<file path="src/rtl/ekd_pkg.sv">
// Package for the escape key sequence decoder.
// Holds widths, result kinds and the table of terminal key sequences.
// No dependencies.
package ekd_pkg;

    localparam int CP_W        = 21;
    localparam int BYTE_W      = 8;
    localparam int MAX_SEQ_LEN = 4;
    localparam int NUM_KEYS    = 22;
    localparam int TABLE_ROWS  = 22;
    localparam int ACTIVE_ROWS = (NUM_KEYS < TABLE_ROWS) ? NUM_KEYS : TABLE_ROWS;
    localparam int SEQ_IDX_W   = $clog2(MAX_SEQ_LEN);
    localparam int SEQ_CNT_W   = $clog2(MAX_SEQ_LEN + 1);
    localparam int KEY_IDX_W   = $clog2(TABLE_ROWS);

    localparam logic [CP_W-1:0] ESC_CODE = CP_W'(27);

    typedef enum logic [1:0] {
        KIND_PLAIN = 2'd0,
        KIND_NAMED = 2'd1,
        KIND_ALT   = 2'd2,
        KIND_FLUSH = 2'd3
    } t_kind;

    typedef logic [BYTE_W-1:0] t_byte;

    localparam logic [SEQ_CNT_W-1:0] KEY_LEN [TABLE_ROWS] = '{
        3'd2, 3'd2, 3'd2, 3'd2, 3'd3, 3'd3, 3'd3, 3'd3, 3'd3, 3'd3, 3'd2,
        3'd2, 3'd2, 3'd2, 3'd4, 3'd4, 3'd4, 3'd4, 3'd4, 3'd4, 3'd4, 3'd4
    };

    localparam t_byte KEY_BYTES [TABLE_ROWS][MAX_SEQ_LEN] = '{
        '{"[", "A", 8'h00, 8'h00},
        '{"[", "B", 8'h00, 8'h00},
        '{"[", "C", 8'h00, 8'h00},
        '{"[", "D", 8'h00, 8'h00},
        '{"[", "1", "~", 8'h00},
        '{"[", "3", "~", 8'h00},
        '{"[", "4", "~", 8'h00},
        '{"[", "5", "~", 8'h00},
        '{"[", "6", "~", 8'h00},
        '{"[", "4", "h", 8'h00},
        '{"O", "P", 8'h00, 8'h00},
        '{"O", "Q", 8'h00, 8'h00},
        '{"O", "R", 8'h00, 8'h00},
        '{"O", "S", 8'h00, 8'h00},
        '{"[", "1", "5", "~"},
        '{"[", "1", "7", "~"},
        '{"[", "1", "8", "~"},
        '{"[", "1", "9", "~"},
        '{"[", "2", "0", "~"},
        '{"[", "2", "1", "~"},
        '{"[", "2", "3", "~"},
        '{"[", "2", "4", "~"}
    };

endpackage

</file>
<file path="src/rtl/escape_key_sequence_decoder.sv">
// Escape key sequence decoder top level.
// Holds the input register, sequence matcher, state and result buffer.
// Depends on ekd_pkg.
//
// Usage:
//   Input channel: i_in_valid / o_in_ready carry one key code point per
//   request on i_code_point. Output channel: o_out_valid / i_out_ready carry
//   one result per request on o_kind, o_value and o_last.
//   A request is registered at acceptance; its results are decoded from the
//   input register and registered into the result buffer that drives the output.
//   A plain key or a named key gives one result; ESC and a partial sequence
//   give none; a failed sequence gives one result per buffered byte (up to
//   four), o_last high on the final one.
//   Throughput: one request per cycle while each gives at most one result and
//   the receiver is ready. A failed sequence of n bytes holds the decode stage
//   while the result buffer drains its n results, one per cycle when not stalled.
//   When the receiver stalls, the result buffer holds its contents, the
//   decode stage waits, and o_in_ready drops once the input register fills.
//   Reset (synchronous, i_rst_n low) empties both registers and leaves the
//   block outside any sequence.
module escape_key_sequence_decoder (
    input  logic                      i_clk,
    input  logic                      i_rst_n,
    input  logic                      i_in_valid,
    output logic                      o_in_ready,
    input  logic [ekd_pkg::CP_W-1:0]  i_code_point,
    output logic                      o_out_valid,
    input  logic                      i_out_ready,
    output logic [1:0]                o_kind,
    output logic [ekd_pkg::CP_W-1:0]  o_value,
    output logic                      o_last
);
    import ekd_pkg::*;

    logic                   r_in_valid;
    logic [CP_W-1:0]        r_cp;
    logic                   r_in_esc;
    logic [SEQ_CNT_W-1:0]   r_seq_len;
    t_byte                  r_seq [MAX_SEQ_LEN];
    logic [SEQ_CNT_W-1:0]   r_out_left;
    logic [SEQ_IDX_W-1:0]   r_out_pos;
    t_kind                  r_kind0;
    logic [CP_W-1:0]        r_val [MAX_SEQ_LEN];

    logic                   out_take;
    logic                   out_free;
    logic                   proc;
    t_byte                  byte_in;
    t_byte                  seq_new [MAX_SEQ_LEN];
    logic [SEQ_CNT_W-1:0]   len_new;
    logic                   found;
    logic                   prefix;
    logic                   row_hit;
    logic [KEY_IDX_W-1:0]   hit_idx;
    logic                   seq_we;
    logic                   n_in_esc;
    logic [SEQ_CNT_W-1:0]   n_seq_len;
    logic [SEQ_CNT_W-1:0]   n_res_cnt;
    t_kind                  n_kind0;
    logic [CP_W-1:0]        n_val [MAX_SEQ_LEN];

    assign o_out_valid = (r_out_left != '0);
    assign out_take    = o_out_valid && i_out_ready;
    assign out_free    = (r_out_left == '0) ||
                         ((r_out_left == SEQ_CNT_W'(1)) && i_out_ready);
    assign proc        = r_in_valid && out_free;
    assign o_in_ready  = !r_in_valid || proc;

    assign o_kind  = (r_out_pos == '0) ? r_kind0 : KIND_FLUSH;
    assign o_value = r_val[r_out_pos];
    assign o_last  = (r_out_left == SEQ_CNT_W'(1));

    // Append the new byte and compare against every table entry
    always_comb begin
        byte_in = r_cp[BYTE_W-1:0];
        len_new = r_seq_len + SEQ_CNT_W'(1);
        for (int i = 0; i < MAX_SEQ_LEN; i++) begin
            seq_new[i] = (SEQ_CNT_W'(i) == r_seq_len) ? byte_in : r_seq[i];
        end
        found   = 1'b0;
        prefix  = 1'b0;
        hit_idx = '0;
        for (int r = 0; r < ACTIVE_ROWS; r++) begin
            row_hit = 1'b1;
            for (int i = 0; i < MAX_SEQ_LEN; i++) begin
                if ((SEQ_CNT_W'(i) < len_new) && (KEY_BYTES[r][i] != seq_new[i])) begin
                    row_hit = 1'b0;
                end
            end
            if (row_hit && (KEY_LEN[r] == len_new) && !found) begin
                found   = 1'b1;
                hit_idx = KEY_IDX_W'(r);
            end else if (row_hit && (KEY_LEN[r] > len_new)) begin
                prefix = 1'b1;
            end
        end
    end

    // Decide results and next sequence state
    always_comb begin
        seq_we    = 1'b0;
        n_in_esc  = r_in_esc;
        n_seq_len = r_seq_len;
        n_res_cnt = '0;
        n_kind0   = KIND_PLAIN;
        for (int i = 0; i < MAX_SEQ_LEN; i++) begin
            n_val[i] = CP_W'(seq_new[i]);
        end
        if (r_cp == ESC_CODE) begin
            n_in_esc  = 1'b1;
            n_seq_len = '0;
        end else if (!r_in_esc) begin
            n_res_cnt = SEQ_CNT_W'(1);
            n_kind0   = KIND_PLAIN;
            n_val[0]  = r_cp;
        end else begin
            seq_we = 1'b1;
            if (found) begin
                n_in_esc  = 1'b0;
                n_seq_len = '0;
                n_res_cnt = SEQ_CNT_W'(1);
                n_kind0   = KIND_NAMED;
                n_val[0]  = CP_W'(hit_idx);
            end else if (prefix && (len_new < SEQ_CNT_W'(MAX_SEQ_LEN))) begin
                n_seq_len = len_new;
            end else begin
                n_in_esc  = 1'b0;
                n_seq_len = '0;
                n_res_cnt = len_new;
                n_kind0   = KIND_ALT;
            end
        end
    end

    always_ff @(posedge i_clk) begin
        if (!i_rst_n) begin
            r_in_valid <= 1'b0;
            r_in_esc   <= 1'b0;
            r_seq_len  <= '0;
            r_out_left <= '0;
            r_out_pos  <= '0;
        end else begin
            if (o_in_ready) begin
                r_in_valid <= i_in_valid;
            end
            if (proc) begin
                r_in_esc  <= n_in_esc;
                r_seq_len <= n_seq_len;
            end
            if (proc && (n_res_cnt != '0)) begin
                r_out_left <= n_res_cnt;
                r_out_pos  <= '0;
            end else if (out_take) begin
                r_out_left <= r_out_left - SEQ_CNT_W'(1);
                r_out_pos  <= r_out_pos + SEQ_IDX_W'(1);
            end
        end
    end

    always_ff @(posedge i_clk) begin
        if (o_in_ready && i_in_valid) begin
            r_cp <= i_code_point;
        end
        if (proc && seq_we) begin
            r_seq[r_seq_len[SEQ_IDX_W-1:0]] <= byte_in;
        end
        if (proc && (n_res_cnt != '0)) begin
            r_kind0 <= n_kind0;
            r_val   <= n_val;
        end
    end

    a_seq_len_bound: assert property (@(posedge i_clk) disable iff (!i_rst_n)
        r_seq_len < SEQ_CNT_W'(MAX_SEQ_LEN))
        else $error("sequence length reached buffer size");

    a_idle_len_zero: assert property (@(posedge i_clk) disable iff (!i_rst_n)
        !r_in_esc |-> (r_seq_len == '0))
        else $error("sequence bytes held outside a sequence");

    a_out_left_bound: assert property (@(posedge i_clk) disable iff (!i_rst_n)
        r_out_left <= SEQ_CNT_W'(MAX_SEQ_LEN))
        else $error("result count exceeds buffer");

    a_burst_restart: assert property (@(posedge i_clk) disable iff (!i_rst_n)
        (out_take && o_last) |=> (!o_out_valid || (r_out_pos == '0)))
        else $error("new result burst does not start at slot zero");

endmodule
</file>
<file path="config.mk">
export PLATFORM = sky130hd
export DESIGN_NAME = escape_key_sequence_decoder
export DESIGN_NICKNAME = d
export VERILOG_FILES = /design/src/rtl/ekd_pkg.sv /design/src/rtl/escape_key_sequence_decoder.sv
export SDC_FILE = /design/constraint.sdc
export NUM_CORES = 1
export LEC_CHECK = 0
export BUFFER_PORTS_ARGS = -buffer_cell sky130_fd_sc_hd__buf_2
export CAP_MARGIN = 20
export CORE_ASPECT_RATIO = 0.7
export CORE_MARGIN = 4
export CORE_UTILIZATION = 40
export DETAILED_ROUTE_END_ITERATION = 6
export SLEW_MARGIN = 20
export SYNTH_ARGS = -nofsm -noshare
export SYNTH_HDL_FRONTEND = slang
export SYNTH_SLANG_ARGS = --single-unit
</file>
<file path="constraint.sdc">
create_clock -name i_clk -period 4.7 [get_ports i_clk]
set_input_delay 0.705 -clock i_clk [delete_from_list [all_inputs] [get_ports i_clk]]
set_output_delay 0.705 -clock i_clk [all_outputs]
set_load 0.02 [all_outputs]
</file>
---- Yosys cells after proc, flatten, opt, wreduce, memory -nomap -nowiden ----
Memories as Yosys holds them, arrays and structs flattened.
Cells that the tools add are included.
W data, S select, Z words.
operators by class
  $lt $le $gt $ge ......................... 9
  bitwise operators ....................... 3
  equality and inequality tests ........... 35
  reduce and logical (&&, ||, !) cells .... 138
  $add $sub $neg .......................... 3
  mux-type cells .......................... 178
operators with widths
  operator               count
  $mux W1                136
  $ne A6 B8 Y1 const A   14
  $ne A7 B8 Y1 const A   13
  $logic_and A1 B1 Y1    101
  $mux W5                20
  $mux W21               3
  $mux W8                6
  $bmux W21 S2           1
  $mux W3                10
  $logic_not A1 Y1       22
  $eq A21 B5 Y1 const B  1
  $reduce_bool A8 Y1     2
  $eq A2 B3 Y1 const A   4
  $gt A2 B3 Y1 const A   2
  $logic_not A3 Y1       2
  $lt A1 B3 Y1 const A   2
  $lt A2 B3 Y1 const A   2
  $reduce_bool A3 Y1     2
  $mux W2                2
  $reduce_bool A2 Y1     2
  $reduce_or A2 Y1       2
  $add A3 B1 Y3 const B  1
  $eq A1 B3 Y1 const A   1
  $eq A3 B1 Y1 const B   1
  12 further kinds       14
word-level totals
  bits of input ports ..................... 25
  word-level logic and storage cells ...... 380
  memory bits (writable) .................. 32
  output and inout port bits .............. 26
  register bits ........................... 78
  memories ................................ 1
memory list
  memory  depth  bits a word  read ports  clocked after Yosys merged registers in  write ports  RTL line                           source
  r_seq   4      8            4           0                                        1            escape_key_sequence_decoder.sv:39  t_byte r_seq [MAX_SEQ_LEN];

---- Depth between registers and ports, before layout ----
  word-level depth ........................ 81
  gate-level depth with buffers ........... 15

---- Least setup slack after synthesis ----
No wires, ideal clock.
  path type ............................... reg2reg
  from .................................... register r_seq_len[2]
  to ...................................... register r_kind0[0], enable pin
  data arrival time ....................... 3302 ps
  library setup time ...................... 382 ps
  buffers on the path ..................... 3
  stages on the path, launching flop included .. 15
  slack ................................... 1016 ps
  cells stage by stage .................... dfxtp_1 buf_2 inv_1 ha_1 buf_2 inv_1 a21o_1 clkbuf_1 o41a_1 o21bai_1 a211oi_1 nor4_2 a31o_1 o31ai_4 inv_2
between the ends
  word-level cells in the longest chain between the ends .. 80
ends and longest elaborated chain
  element                                                                 RTL line                            source
  from (decl)                                                             escape_key_sequence_decoder.sv:38   logic [SEQ_CNT_W-1:0] r_seq_len;
  from (signal assigned)                                                  escape_key_sequence_decoder.sv:148  r_seq_len <= n_seq_len;
  parallel branches: the longest is 75 deep, another holds $add A3 B1 Y3  --
  $mux W3 *                                                               escape_key_sequence_decoder.sv:118  if (found) begin
  $mux W3 *                                                               escape_key_sequence_decoder.sv:112  end else if (!r_in_esc) begin
  $mux W3 *                                                               escape_key_sequence_decoder.sv:109  if (r_cp == ESC_CODE) begin
  $reduce_bool A3 Y1 *                                                    escape_key_sequence_decoder.sv:167  if (proc && (n_res_cnt != '0)) begin
  $logic_and A1 B1 Y1 *                                                   escape_key_sequence_decoder.sv:167
  to (signal assigned)                                                    escape_key_sequence_decoder.sv:168  r_kind0 <= n_kind0;
  to (decl)                                                               escape_key_sequence_decoder.sv:42   t_kind r_kind0;
Mark *: on every way between the ends.
A chain may end at the register's enable or synchronous reset.

---- Worst setup path in the final report ----
  from .................................... register r_seq_len[2]
  to ...................................... register r_out_pos[1]
between the ends
  word-level cells in the longest chain between the ends .. 81
ends and longest elaborated chain
  element                                                                 RTL line                            source
  parallel branches: the longest is 75 deep, another holds $add A3 B1 Y3  --
  $mux W3 *                                                               escape_key_sequence_decoder.sv:118
  $mux W3 *                                                               escape_key_sequence_decoder.sv:112
  $mux W3 *                                                               escape_key_sequence_decoder.sv:109
  $reduce_bool A3 Y1 *                                                    escape_key_sequence_decoder.sv:150  if (proc && (n_res_cnt != '0)) begin
  $logic_and A1 B1 Y1 *                                                   escape_key_sequence_decoder.sv:150
  $reduce_or A2 Y1 (no line) *                                            --
  to (signal assigned)                                                    escape_key_sequence_decoder.sv:155  r_out_pos <= r_out_pos + SEQ_IDX_W'(1);
  to (decl)                                                               escape_key_sequence_decoder.sv:41   logic [SEQ_IDX_W-1:0] r_out_pos;
Marks and branches as above.

==> results.toml <==
[routing]
via_count = 4874
vias_per_cell = 6.11
drt_iter0_markers = 560
firstDrtPassIters = 5
ant_nets = 0
route.detailed.drc = 0
wl_um = 17400
routedWlPerCell_um = 21.8

[sta]
finClkSkew_ps = 8.51
clock.fmax_mhz = 229
final.period_utilization_pct = 92.9
timing_worst_slew_pin_value_ps = 949
layout_setup_ws_ps = 334
final-setup-viol-count = 0
finalHoldViolations = 0
rsz0062_at_grt = "false"
min_period_ps = 4370
slew_viol_final = 0
slew_headroom_pct = 36.1
fin_tns_setup_ps = 0

[synthesis]
synth_top_area_share_pct = 46.7
ys_top_cells_by_area = "sky130_fd_sc_hd__edfxtp_1 (47%), sky130_fd_sc_hd__mux2_2 (3.7%), sky130_fd_sc_hd__dfxtp_1 (3.1%)"
synth_cell_type_count = 89
synth_top_family_by_area = "simple AND/OR/NAND/NOR gates"
synth_nets = 590
synth_seq_cells = 110
yosysTopAreaCell = "sky130_fd_sc_hd__edfxtp_1"
synth_edf_count = 100
synth_simple_gate_area_share_pct = 19.8
ys_top_cells_by_count = "sky130_fd_sc_hd__edfxtp_1 (100), sky130_fd_sc_hd__nor2_1 (36), sky130_fd_sc_hd__nand2_1 (34)"
syn_area_um2 = 6420
sequential_cell_area_fraction_in_the_yosys_report_pct = 49.9
synth_compound_gate_area_share_pct = 14.4
netlist_instances = 556
yosys.area_share.adder_pct = 1.91
ys_async_sr_fraction_pct = 0
post_synth.cell_area_avg_um2 = 11.6
muxShareOfSynthArea_pct = 9.23
ys.flop_type = "sky130_fd_sc_hd__edfxtp_1"
synth_xor_area_share_pct = 0.409
ys.warnings.count = 0
post-synth-top-count-cell = "sky130_fd_sc_hd__edfxtp_1"

[power_and_ir_drop]
pwr_density_cell_nw_per_um2 = 388
power_w = 0.00277
total_leakage_power_nw = 2.55
peakVddDrop_mv = 0.177

[clock_network]
max-clock-path-buffers = 2
cts_root_buf = "sky130_fd_sc_hd__clkbuf_16"
tritoncts = "yes"
htree_num_levels = 3
cts_inserted_buffers = 9
holdBufCountCts = 0
path_clk_slew_ps = 80
clock-sinks = 110
postCtsSetupBuffers = 0
clk_latency_ps = 360
ctsResizeCount = 0

[critical_path]
timing.reg2reg.setup_slack_ps = 330
worstSetupStartpointType = "flop"
timing.rr.end = "r_out_pos[1]"
critPathArrivalTime_ps = 4640
worstRegToRegCells = 13
critical_path.endpoint_type = "flop"
critical-path-slowest-cell = "sky130_fd_sc_hd__dfxtp_1"
crit_path_max_fanout = 50
cp_cell_sequence = "inv_1, ha_1, inv_1, nor2_1, nand2_1, a221oi_1, a32oi_1, or3_1, a31o_1, o31ai_4, inv_2, buf_12, nor3_1"
worst-endpoint-required_ps = 4970
crit_path_frequent_cell = "sky130_fd_sc_hd__inv_1"
cp_slowest_stage_delay_ps = 710
critical_path.reg2reg.startpoint = "r_seq_len[2]"
cp_top_family = "simple AND/OR/NAND/NOR gates"
timing.setup.critical_path_class = "reg -> reg"
critPathBufInv = 4

[placement]
detailedPlacementHpwl_um = 13000
place.detailed.instances = 782
placement.io_buffers = 50
routabilityCongestion = 0.937
pre_cts_slack_ps = 395

[grt]
wire_length_of_the_first_global_routing_pass_um = 27000
grt_most_used_layer = "met1"
gr-total-overflow = 0
grt_start_max_net_pins = 51
antenna_violations_before_repair = 1
global_route.usage.met1_pct = 29.6
met2_capacity_usage_during_global_routing_pct = 27.7
grt_pass1_vias = 4518
track_usage_pct = 19.2
met3_usage_pct = 4.41

[cells_and_area]
final_cell_count_no_fill = 798
fraction_of_layout_cells_with_a_size_suffix_above_1_pct = 23.2
antenna_cells_inserted = 0
num-nets-final = 627
area_growth_pct = 10.9
postLayoutCoreUtil_pct = 45.6

[die]
die_w_um = 159
std_cell_rows = 38
core_region_area_um2 = 15600
pin_count = 51
initial_core_util_pct = 41.1
dieArea_um2 = 18200
fp.dieH_um = 114

[run]
timing.max_cap.violations = 0

[run_status]
status = "finished, final reports clean"

[min_path]
min-delay-start = "r_in_valid"
hold_depth = 2
hold_path.class = "reg -> reg"
whs_endpoint = "r_in_valid"
stage by stage:
stage | hold WS [ps] | instance area [um2]
after floorplan | 469 | 6420
after global placement | 488 | 6810
after detailed placement | 501 | 6810
after CTS | 507 | 7120
after global routing | 495 | 7130
final | 518 | 7130
final cells by class:
type                       instances  area, um2
tap                              200        250
clock inverter                     7       86.3
timing repair buffer              59        330
clock buffer                       9        225
fill                            1450       8520
sequential                       110       3200
multi-input combinational        390       2940
inverter                          23       86.3
tightest hold or removal path: stages, from the launching register on:
cell and delay, ps:
sky130_fd_sc_hd__dfxtp_1 350, sky130_fd_sc_hd__a21oi_1 70, sky130_fd_sc_hd__nor2_1 60
registers in the layout (all words and copies together) (netlist names):
signal / count
r_val: 45
r_cp: 21
r_out_pos: 2
r_in_esc: 1
r_seq_len: 3
r_kind0: 2
r_out_left: 3
r_in_valid: 1
r_seq: 32
routing by layer:
| metal | routed length (um) | share of wire, % |
|---|---|---|
| met1 | 8350 | 48 |
| met5 | 0 | 0 |
| met2 | 7270 | 42 |
| met4 | 214 | 1.2 |
| met3 | 1530 | 8.8 |
cell usage in the layout (no fill, tap or decap), types with 6 or more instances in the layout:
master                      instances
sky130_fd_sc_hd__or3_1              6
sky130_fd_sc_hd__a21oi_1           25
sky130_fd_sc_hd__ha_1               9
sky130_fd_sc_hd__nor3_1            17
sky130_fd_sc_hd__a41oi_1            6
sky130_fd_sc_hd__edfxtp_1         100
sky130_fd_sc_hd__and3_1             8
sky130_fd_sc_hd__mux2_2            21
sky130_fd_sc_hd__inv_1             21
sky130_fd_sc_hd__a31oi_1           10
sky130_fd_sc_hd__o21ai_0           10
sky130_fd_sc_hd__a21o_1             6
sky130_fd_sc_hd__nand2b_1          20
sky130_fd_sc_hd__mux2i_1           11
sky130_fd_sc_hd__nor2_1            36
sky130_fd_sc_hd__and2_1            19
sky130_fd_sc_hd__clkbuf_16          9
sky130_fd_sc_hd__nand4_1            7
sky130_fd_sc_hd__nand2_1           34
sky130_fd_sc_hd__buf_2             50
sky130_fd_sc_hd__nor4_1             9
sky130_fd_sc_hd__nor2b_1           12
sky130_fd_sc_hd__nand3_1            8
sky130_fd_sc_hd__mux4_2             8
sky130_fd_sc_hd__dfxtp_1           10
sky130_fd_sc_hd__buf_4              8
where the power goes:
group          switching (W)  internal [W]  total (W)
combinational       0.000399      0.000261   0.000661
sequential          0.000103       0.00123    0.00133
clock               0.000392      0.000384   0.000776
total               0.000894       0.00187    0.00277
kinds of logic (layout without fill, tap and decap cells):
family                     Yosys count  count (layout)
buffers and inverters               56              98
and+or+nand+nor                    213             213
muxes                               44              44
AOI/OAI and AO/OA                  120             120
DFF                                110             110
xor gates and xnor gates             3               3
adders and majority gates           10              10
worst max-delay path by stage:
stage	startpoint	slack, ps	cells after the start	endpoint
6_report	r_seq_len[2]	330	13	r_out_pos[1]
5_1_grt	r_seq_len[2]	60	13	r_out_pos[1]
4_1_cts	r_seq_len[2]	370	13	r_out_pos[1]
3_5_place_dp	r_seq_len[2]	400	13	r_out_pos[1]
3_3_place_gp	r_seq_len[2]	420	12	r_val[47]
2_1_floorplan	r_seq_len[2]	1020	14	r_kind0[0]
Note: power is estimated with default switching activity, not from simulation.
